--- src/rtl/hmc_pkg.sv ---
// Shared types and constants of the merge-cost unit.
// Used by hmc_ctrl, hmc_datapath and huffman_merge_cost_unit; no dependencies.
package hmc_pkg;

  localparam int IN_LEN_W  = 16;  // piece_length port width
  localparam int LEAF_W    = 16;  // leaf_length port width
  localparam int COST_W    = 28;  // total_cost port width
  localparam logic [COST_W-1:0] COST_MAX = {COST_W{1'b1}};

  // Controller to datapath commands
  typedef struct packed {
    logic load_wr;      // write incoming piece into the store
    logic sort_first;   // bubble pass: take first element as carried value
    logic sort_step;    // bubble pass: write min, carry max
    logic sort_end;     // bubble pass: write carried value at pass end
    logic cost_clear;   // clear cost accumulator
    logic pick;         // take smallest weight
    logic pick_second;  // this pick completes a merge
    logic leaf_ok;      // leaf head is valid
    logic q_ok;         // merged queue head is valid
    logic out_load;     // load output register
    logic out_last;     // flag of the result being loaded
  } hmc_cmd_t;

  // Datapath to controller status
  typedef struct packed {
    logic take_leaf;    // current pick comes from the leaves
  } hmc_stat_t;

endpackage

--- src/rtl/hmc_datapath.sv ---
// Datapath of the merge-cost unit: piece store, merged-sum queue, cost and output registers.
// Depends on hmc_pkg; driven by hmc_ctrl.
module hmc_datapath #(
  parameter int MAX_PIECES  = 64,
  parameter int LENGTH_BITS = 16,
  parameter int IDX_W       = 6
) (
  input  logic                           clk,
  input  hmc_pkg::hmc_cmd_t              cmd,
  output hmc_pkg::hmc_stat_t             stat,
  input  logic [IDX_W-1:0]               st_raddr,
  input  logic [IDX_W-1:0]               st_waddr,
  input  logic [IDX_W-1:0]               q_raddr,
  input  logic [IDX_W-1:0]               q_waddr,
  input  logic [hmc_pkg::IN_LEN_W-1:0]   piece_length,
  output logic [hmc_pkg::COST_W-1:0]     total_cost,
  output logic [hmc_pkg::LEAF_W-1:0]     leaf_length,
  output logic                           last_result
);
  import hmc_pkg::*;

  // merged sums never exceed the sum of all leaves
  localparam int SW = LENGTH_BITS + $clog2(MAX_PIECES);
  localparam int AW = ((SW > COST_W) ? SW : COST_W) + 1;

  logic [LENGTH_BITS-1:0] store [MAX_PIECES];
  logic [SW-1:0]          queue [MAX_PIECES];

  logic [LENGTH_BITS-1:0] st_rdata;
  logic [SW-1:0]          q_rdata;
  logic [LENGTH_BITS-1:0] cur;
  logic [SW-1:0]          opa;
  logic [COST_W-1:0]      cost;

  logic [IN_LEN_W+LENGTH_BITS-1:0] in_wide;
  logic [LENGTH_BITS+LEAF_W-1:0]   leaf_wide;
  logic [LENGTH_BITS-1:0]          in_len;
  logic                            swap;
  logic [LENGTH_BITS-1:0]          st_wdata;
  logic                            st_we;
  logic [SW-1:0]                   leaf_ext;
  logic [SW-1:0]                   pick_val;
  logic [SW-1:0]                   sum;
  logic [AW-1:0]                   cost_sum;

  assign in_wide   = {{LENGTH_BITS{1'b0}}, piece_length};
  assign in_len    = in_wide[LENGTH_BITS-1:0];
  assign leaf_wide = {{LEAF_W{1'b0}}, st_rdata};

  assign swap     = cur > st_rdata;
  assign st_we    = cmd.load_wr | cmd.sort_step | cmd.sort_end;
  always_comb begin
    if (cmd.load_wr) begin
      st_wdata = in_len;
    end else if (cmd.sort_step) begin
      st_wdata = swap ? st_rdata : cur;
    end else begin
      st_wdata = cur;
    end
  end

  // merged sum wins ties
  assign leaf_ext       = SW'(st_rdata);
  assign stat.take_leaf = cmd.leaf_ok & (~cmd.q_ok | (leaf_ext < q_rdata));
  always_comb begin
    if (stat.take_leaf) begin
      pick_val = leaf_ext;
    end else if (cmd.q_ok) begin
      pick_val = q_rdata;
    end else begin
      pick_val = '0;
    end
  end
  assign sum      = opa + pick_val;
  assign cost_sum = AW'(cost) + AW'(sum);

  always_ff @(posedge clk) begin
    if (st_we) begin
      store[st_waddr] <= st_wdata;
    end
    st_rdata <= store[st_raddr];
  end

  always_ff @(posedge clk) begin
    if (cmd.pick && cmd.pick_second) begin
      queue[q_waddr] <= sum;
    end
    q_rdata <= queue[q_raddr];
  end

  always_ff @(posedge clk) begin
    if (cmd.sort_first) begin
      cur <= st_rdata;
    end else if (cmd.sort_step && !swap) begin
      cur <= st_rdata;
    end
    if (cmd.pick && !cmd.pick_second) begin
      opa <= pick_val;
    end
    if (cmd.cost_clear) begin
      cost <= '0;
    end else if (cmd.pick && cmd.pick_second) begin
      cost <= (cost_sum > AW'(COST_MAX)) ? COST_MAX : cost_sum[COST_W-1:0];
    end
    if (cmd.out_load) begin
      total_cost  <= cost;
      leaf_length <= leaf_wide[LEAF_W-1:0];
      last_result <= cmd.out_last;
    end
  end

endmodule

--- src/rtl/hmc_ctrl.sv ---
// Sequencer of the merge-cost unit: load, bubble sort, two-queue merge, emit.
// Depends on hmc_pkg; issues commands and addresses to hmc_datapath.
module hmc_ctrl #(
  parameter int MAX_PIECES = 64,
  parameter int IDX_W      = 6,
  parameter int CNT_W      = 7
) (
  input  logic               clk,
  input  logic               rst,
  input  logic               in_valid,
  output logic               in_stall,
  input  logic               last_piece,
  output logic               out_valid,
  input  logic               out_stall,
  output hmc_pkg::hmc_cmd_t  cmd,
  input  hmc_pkg::hmc_stat_t stat,
  output logic [IDX_W-1:0]   st_raddr,
  output logic [IDX_W-1:0]   st_waddr,
  output logic [IDX_W-1:0]   q_raddr,
  output logic [IDX_W-1:0]   q_waddr
);
  import hmc_pkg::*;

  typedef enum logic [3:0] {
    S_LOAD, S_PREP, S_SORT_START, S_SORT_FIRST, S_SORT_RUN, S_SORT_END,
    S_MRG_INIT, S_MRG_FETCH, S_MRG_PICK, S_EMIT_RD, S_EMIT_LD, S_EMIT_WAIT
  } state_t;

  state_t           state;
  logic [CNT_W-1:0] count;
  logic [IDX_W-1:0] lim;
  logic [IDX_W-1:0] j;
  logic [IDX_W-1:0] e;
  logic [CNT_W-1:0] li;
  logic [CNT_W-1:0] qh;
  logic [CNT_W-1:0] qt;
  logic [CNT_W-1:0] m;
  logic             phase;
  logic             in_xfer;

  assign in_stall = (state != S_LOAD);
  assign in_xfer  = in_valid & ~in_stall;

  always_comb begin
    cmd             = '0;
    cmd.load_wr     = in_xfer && (count < CNT_W'(MAX_PIECES));
    cmd.cost_clear  = (state == S_PREP);
    cmd.sort_first  = (state == S_SORT_FIRST);
    cmd.sort_step   = (state == S_SORT_RUN);
    cmd.sort_end    = (state == S_SORT_END);
    cmd.pick        = (state == S_MRG_PICK);
    cmd.pick_second = phase;
    cmd.leaf_ok     = (li < count);
    cmd.q_ok        = (qh < qt);
    cmd.out_load    = (state == S_EMIT_LD);
    cmd.out_last    = (e == '0);

    case (state)
      S_SORT_START: st_raddr = '0;
      S_SORT_FIRST: st_raddr = j;
      S_SORT_RUN:   st_raddr = j + IDX_W'(1);
      S_MRG_FETCH:  st_raddr = li[IDX_W-1:0];
      default:      st_raddr = e;
    endcase

    case (state)
      S_SORT_RUN: st_waddr = j - IDX_W'(1);
      S_SORT_END: st_waddr = lim;
      default:    st_waddr = count[IDX_W-1:0];
    endcase

    q_raddr = qh[IDX_W-1:0];
    q_waddr = qt[IDX_W-1:0];
  end

  always_ff @(posedge clk) begin
    if (rst) begin
      state     <= S_LOAD;
      count     <= '0;
      out_valid <= 1'b0;
    end else begin
      case (state)
        S_LOAD: begin
          if (in_xfer) begin
            if (count < CNT_W'(MAX_PIECES)) begin
              count <= count + CNT_W'(1);
            end
            if (last_piece) begin
              state <= S_PREP;
            end
          end
        end
        S_PREP: begin
          if (count == CNT_W'(1)) begin
            e     <= '0;
            state <= S_EMIT_RD;
          end else begin
            lim   <= IDX_W'(count - CNT_W'(1));
            state <= S_SORT_START;
          end
        end
        S_SORT_START: begin
          j     <= IDX_W'(1);
          state <= S_SORT_FIRST;
        end
        S_SORT_FIRST: state <= S_SORT_RUN;
        S_SORT_RUN: begin
          if (j == lim) begin
            state <= S_SORT_END;
          end else begin
            j <= j + IDX_W'(1);
          end
        end
        S_SORT_END: begin
          if (lim == IDX_W'(1)) begin
            state <= S_MRG_INIT;
          end else begin
            lim   <= lim - IDX_W'(1);
            state <= S_SORT_START;
          end
        end
        S_MRG_INIT: begin
          li    <= '0;
          qh    <= '0;
          qt    <= '0;
          m     <= '0;
          phase <= 1'b0;
          state <= S_MRG_FETCH;
        end
        S_MRG_FETCH: state <= S_MRG_PICK;
        S_MRG_PICK: begin
          if (stat.take_leaf) begin
            li <= li + CNT_W'(1);
          end else begin
            qh <= qh + CNT_W'(1);
          end
          phase <= ~phase;
          if (!phase) begin
            state <= S_MRG_FETCH;
          end else begin
            qt <= qt + CNT_W'(1);
            if (m == count - CNT_W'(2)) begin
              e     <= IDX_W'(count - CNT_W'(1));
              state <= S_EMIT_RD;
            end else begin
              m     <= m + CNT_W'(1);
              state <= S_MRG_FETCH;
            end
          end
        end
        S_EMIT_RD: state <= S_EMIT_LD;
        S_EMIT_LD: begin
          out_valid <= 1'b1;
          state     <= S_EMIT_WAIT;
        end
        S_EMIT_WAIT: begin
          if (!out_stall) begin
            out_valid <= 1'b0;
            if (e == '0) begin
              count <= '0;
              state <= S_LOAD;
            end else begin
              e     <= e - IDX_W'(1);
              state <= S_EMIT_RD;
            end
          end
        end
        default: state <= S_LOAD;
      endcase
    end
  end

`ifndef NO_ASSERTIONS
  a_no_load_while_emit: assert property (@(posedge clk) disable iff (rst)
    out_valid |-> in_stall)
    else $error("input taken while a result is pending");

  a_count_bound: assert property (@(posedge clk) disable iff (rst)
    count <= CNT_W'(MAX_PIECES))
    else $error("piece count beyond store depth");

  a_merge_ptrs: assert property (@(posedge clk) disable iff (rst)
    (state == S_MRG_PICK) |-> ((qh <= qt) && (li <= count) && (cmd.leaf_ok || cmd.q_ok)))
    else $error("merge pointers out of order");

  a_run_done: assert property (@(posedge clk) disable iff (rst)
    (out_valid && !out_stall && (e == '0)) |=> (!out_valid && !in_stall && (count == '0)))
    else $error("set not closed after final result");
`endif

endmodule

--- src/rtl/huffman_merge_cost_unit.sv ---
// Top level of the merge-cost unit.
// Depends on hmc_pkg, hmc_ctrl and hmc_datapath.
//
// Usage:
//   Input channel (in_valid/in_stall): one piece_length per transfer, one
//   transfer per cycle while loading. last_piece closes the set. Pieces past
//   MAX_PIECES are dropped; a last_piece on a dropped transfer still closes.
//   Output channel (out_valid/out_stall): one result per stored piece, leaf
//   lengths in descending order, total_cost equal in every result of the
//   set, last_result on the final one. One piece gives cost 0.
//   Steps for a set of n pieces after the closing transfer:
//     sort:  bubble passes over the store for lim = n-1 down to 1, one
//            memory read and write per cycle
//     merge: n-1 merges, each of two picks (each a registered read
//            of both memories and a compare)
//     emit:  per result, a registered read of the single store read port,
//            a load of the output register, then a wait until it is taken.
//   in_stall is high from the closing transfer until the final result has
//   been taken; a stalled receiver just holds the output register.
//   Reset (rst, synchronous): empty set, loading, out_valid low.
module huffman_merge_cost_unit #(
  parameter int MAX_PIECES  = 64,
  parameter int LENGTH_BITS = 16
) (
  input  logic                           clk,
  input  logic                           rst,
  input  logic                           in_valid,
  output logic                           in_stall,
  input  logic [hmc_pkg::IN_LEN_W-1:0]   piece_length,
  input  logic                           last_piece,
  output logic                           out_valid,
  input  logic                           out_stall,
  output logic [hmc_pkg::COST_W-1:0]     total_cost,
  output logic [hmc_pkg::LEAF_W-1:0]     leaf_length,
  output logic                           last_result
);
  import hmc_pkg::*;

  localparam int IDX_W = $clog2(MAX_PIECES);
  localparam int CNT_W = $clog2(MAX_PIECES + 1);

  hmc_cmd_t         cmd;
  hmc_stat_t        stat;
  logic [IDX_W-1:0] st_raddr;
  logic [IDX_W-1:0] st_waddr;
  logic [IDX_W-1:0] q_raddr;
  logic [IDX_W-1:0] q_waddr;

  hmc_ctrl #(
    .MAX_PIECES(MAX_PIECES),
    .IDX_W     (IDX_W),
    .CNT_W     (CNT_W)
  ) u_ctrl (
    .clk       (clk),
    .rst       (rst),
    .in_valid  (in_valid),
    .in_stall  (in_stall),
    .last_piece(last_piece),
    .out_valid (out_valid),
    .out_stall (out_stall),
    .cmd       (cmd),
    .stat      (stat),
    .st_raddr  (st_raddr),
    .st_waddr  (st_waddr),
    .q_raddr   (q_raddr),
    .q_waddr   (q_waddr)
  );

  hmc_datapath #(
    .MAX_PIECES (MAX_PIECES),
    .LENGTH_BITS(LENGTH_BITS),
    .IDX_W      (IDX_W)
  ) u_datapath (
    .clk         (clk),
    .cmd         (cmd),
    .stat        (stat),
    .st_raddr    (st_raddr),
    .st_waddr    (st_waddr),
    .q_raddr     (q_raddr),
    .q_waddr     (q_waddr),
    .piece_length(piece_length),
    .total_cost  (total_cost),
    .leaf_length (leaf_length),
    .last_result (last_result)
  );

endmodule

--- config.mk ---
export PLATFORM = sky130hd
export DESIGN_NAME = huffman_merge_cost_unit
export DESIGN_NICKNAME = d
export VERILOG_FILES = /design/src/rtl/hmc_pkg.sv /design/src/rtl/hmc_datapath.sv /design/src/rtl/hmc_ctrl.sv /design/src/rtl/huffman_merge_cost_unit.sv
export SDC_FILE = /design/constraint.sdc
export NUM_CORES = 2
export LEC_CHECK = 0
export ABC_CLOCK_PERIOD_IN_PS = 9500
export BUFFER_PORTS_ARGS = -buffer_cell sky130_fd_sc_hd__buf_2
export CELL_PAD_IN_SITES_DETAIL_PLACEMENT = 0
export CELL_PAD_IN_SITES_GLOBAL_PLACEMENT = 1
export CORE_ASPECT_RATIO = 2
export CORE_MARGIN = 8
export CORE_UTILIZATION = 55
export CTS_CLUSTER_SIZE = 10
export DETAILED_ROUTE_END_ITERATION = 6
export GPL_TIMING_DRIVEN = 0
export HOLD_SLACK_MARGIN = 0.05
export PLACE_DENSITY = 0.83
export SYNTH_ARGS = -nofsm -noshare
export SYNTH_HDL_FRONTEND = slang
export SYNTH_SLANG_ARGS = --single-unit
--- constraint.sdc ---
create_clock -name clk -period 9.5 [get_ports clk]
set_clock_uncertainty 0.1 [all_clocks]
set_input_delay 0.95 -clock clk [delete_from_list [all_inputs] [get_ports clk]]
set_output_delay 0.95 -clock clk [all_outputs]
set_load 0.01 [all_outputs]
==> results by group <==
Placed design
  – DP Cell Count: 8639
  – IO Port Bufs: 67
  – Dpl ws: -174 ps
  – Gpl congestion: 1.02
  – Dpl hpwl: between 200000 and 250000 um
  – DP Area: between 100000 and 150000 sq um

Timing
  – Min Clock Period, post-route: 9030 ps
  – Worst slew pin tran: ~1500 ps
  – Unrepaired setup endpoints after global routing: false
  – Slew Viols, Final: 11
  – Final setup fails: 0
  – Fin crit share: between 90 and 100%
  – Post-route setup TNS: 0 ps
  – Final Hold Vio Count: 0
  – PnR worst setup slack: about 470 ps
  – Max-slew headroom: -2.02%
  – Fmax: ~110 MHz

Power and ir drop
  – Leak pwr: ~40 nW
  – Worst vdd ir: between 200 and 250 uV
  – Power per cell area: between 200 and 300 nW/um^2

Detailed routing
  – Via Count: between 50000 and 60000
  – Routed Antenna Nets: 0
  – Routed WL: 308000 um
  – Vias per cell: ~6.4
  – DRC viols: 1
  – Wire per inst: around 34 um
  – Detailed Routing Iterations Pass 1: 7
  – DR iter-0 viols: about 6300

Synthesis
  – Avg Inst Size Synth: around 18 sq um
  – Synth Register Bits: around 2600
  – Count of cell types in the netlist: 78
  – Synth area leaders: edfxtp_1 73%, mux4_2 12%, nand2_1 3.0%
  – Synthesized netlist net count: between 6000 and 7000
  – Post-synth top flop: edfxtp_1
  – Synthesized cell area: roughly 110000 sq um
  – Number of synthesized flops with an enable pin: between 2000 and 3000
  – Share of the yosys chip area belonging to registers: about three quarters
  – Yosys Warn Count: 0
  – Synth area leader: edfxtp_1
  – Top cell type's share of synthesized area: 73.0%
  – Fraction of registers with async set/reset: 0%
  – Mapped Cells: roughly 5900

Cells and area
  – Storage element area: 78500 sq um
  – Core Util, Final: 63.3%
  – Commonest non-fill, non-tap cell in the layout: edfxtp_1
  – Number of fill cells: approximately 13000
  – Final Non-Filler Cells: between 9000 and 10000
  – Share of cells above drive strength 1: a little over a fifth
  – Final Cell Area: between 100000 and 150000 sq um
  – Most frequent cells in the layout: 2562 x edfxtp_1, 829 x nand2_1, 558 x mux4_2
  – Final-stage net count: around 6600
  – Multi-input logic area: about 26000 sq um
  – Area growth syn-to-layout: 14.6%

CTS
  – Clk sink count: approximately 2600
  – Root Buffer: clkbuf_16
  – CTS Buf Count: a little over 300
  – CTS H-tree lvls: 5
  – Reg clk slew, reported paths: around 50 ps
  – # hold bufs at CTS: 0
  – Clk_lat worst skew: 840 ps
  – CTS tree: yes
  – Longest Clk Path Bufs: 4

Worst setup path
  – Critical Path Source Type: flop
  – Crit path max fanout: 17
  – Crit Path Category: reg2reg
  – CP endpoint kind: flop
  – Max incr delay on CP: 530 ps
  – Most Frequent Cell on Critical Path: a21o_1
  – CP arrival: 9610 ps
  – Critical Path Slowest Stage Cell: dfxtp_1
  – Crit path required time: a little over 10000 ps

Global route
  – Global-route wire length before repair: roughly 430000 um
  – Tot GR Track Use: 29.2%
  – Antenna violations before repair: 32
  – Vias in the first global route: slightly above 60000
  – Largest net degree at the start of global routing: 50
  – Grt total ovfl: 0

Die
  – Num ports: 68
  – Die Y-Extent: ~640 um
  – Site Rows: approximately 230
  – Die W: about 330 um
  – Starting Density: 55.2%
  – Core area: ~190000 sq um
  – Die area: approximately 210000 sq um

Min path
  – Hold Crit Class: reg2reg

Run
  – Max Cap Viol: 2

Run status
  – Violated checks: design-rule violations, max-capacitance violations, max-slew violations
  – Outcome: finished, violations left
[flip-flops by register name, indices dropped and copies added (netlist names)]
| name | count |
|---|---|
| u_datapath.queue | 1408 |
| u_datapath.store | 1024 |
| u_datapath.cost | 28 |
| u_datapath.total_cost | 28 |
| u_datapath.opa | 22 |
| u_datapath.q_rdata | 22 |
| u_datapath.cur | 16 |
| u_datapath.leaf_length | 16 |
| u_datapath.st_rdata | 16 |
| u_ctrl.count | 7 |
| u_ctrl.li | 7 |
| u_ctrl.m | 7 |
| u_ctrl.qh | 7 |
| u_ctrl.qt | 7 |
| u_ctrl.e | 6 |
| u_ctrl.j | 6 |
| u_ctrl.lim | 6 |
| u_ctrl.state | 4 |
| u_ctrl.out_valid | 1 |
| u_ctrl.phase | 1 |
| u_datapath.last_result | 1 |
[what timing repair did]
item	4_1_cts	5_1_grt
resized for setup	1	4
endpoints found under the setup margin	10	22
buffers inserted	0	0
[cells by family after synthesis]
| logic type | after synthesis | synth area share, % |
|---|---|---|
| adder cells (fa/ha/maj) | 104 | 1.25 |
| flip-flops | 2640 | 74.4 |
| AND/OR/NAND/NOR | 1634 | 6.80 |
| XOR/XNOR | 96 | 0.797 |
| AO/OA/AOI/OAI | 453 | 2.94 |
| buffers and inverters | 379 | 1.54 |
| multiplexers | 588 | 12.2 |
[cell usage after synthesis (70+ instances only)]
cell      instances
edfxtp_1       2562
ha_1            102
mux4_2          558
a21oi_1          87
clkbuf_1        158
nor2_1          245
nand2_1         829
nand3_1         291
buf_2            80
dfxtp_1          78
inv_1            70
o22ai_1          77
[final timing paths]
kind	startpoint	endpoint	slack [ps]	cells after the start
hold reg to reg	u_datapath.cost[11]	u_datapath.total_cost[11]	350	0
hold / removal	u_datapath.cost[11]	u_datapath.total_cost[11]	350	0
setup / recovery	u_datapath.st_rdata[7]	u_datapath.cost[11]	470	30
setup reg to reg	u_datapath.st_rdata[7]	u_datapath.cost[11]	470	30
[critical path: cells and delay by family, from the launching register on]
family                   cells  cell delay [ps]
AO/OA/AOI/OAI               17             4370
AND/OR/NAND/NOR              5             1000
adder cells (fa/ha/maj)      3              980
buffers and inverters        3              880
flip-flops                   1              530
XOR/XNOR                     1              520
multiplexers                 1              460
[power breakdown]
group,internal (mW),total (mW),switching (mW),leakage [nW]
clock,6.07,10.4,4.37,4.12
sequential,14.4,14.6,0.183,23.6
combinational,2.67,9.48,6.80,11.8
[layout make-up]
cell class / instances / share of cell area, %
flip-flops and latches: 2640 / 65.0
multi-input cells: 2875 / 21.6
clock buffers: 416 / 6.89
well taps: 2519 / 2.61
repair buffers: 228 / 2.35
plain buffers: 309 / 1.13
inverters: 70 / 0.217
clock inverters: 13 / 0.157
diodes: 42 / 0.0870
[per-stage QoR]
step | hold WS [ps] | power [mW]
finish | 353 | 34.5
global route | 355 | 35.3
CTS | 352 | 34.4
detailed placement | 364 | 24.1
global placement | 358 | 23.4
floorplan | 331 | 19.6
[layer usage]
layer	wire, um	vias to the layer above	GRT usage [%]
met1	88600	29900	27.7
met2	163000	3293	52.9
met4	34700	14	26.3
met5	96	-	0
li1	-	24400	-
met3	21600	1069	5.13
Power figures use the tool's default switching activity.
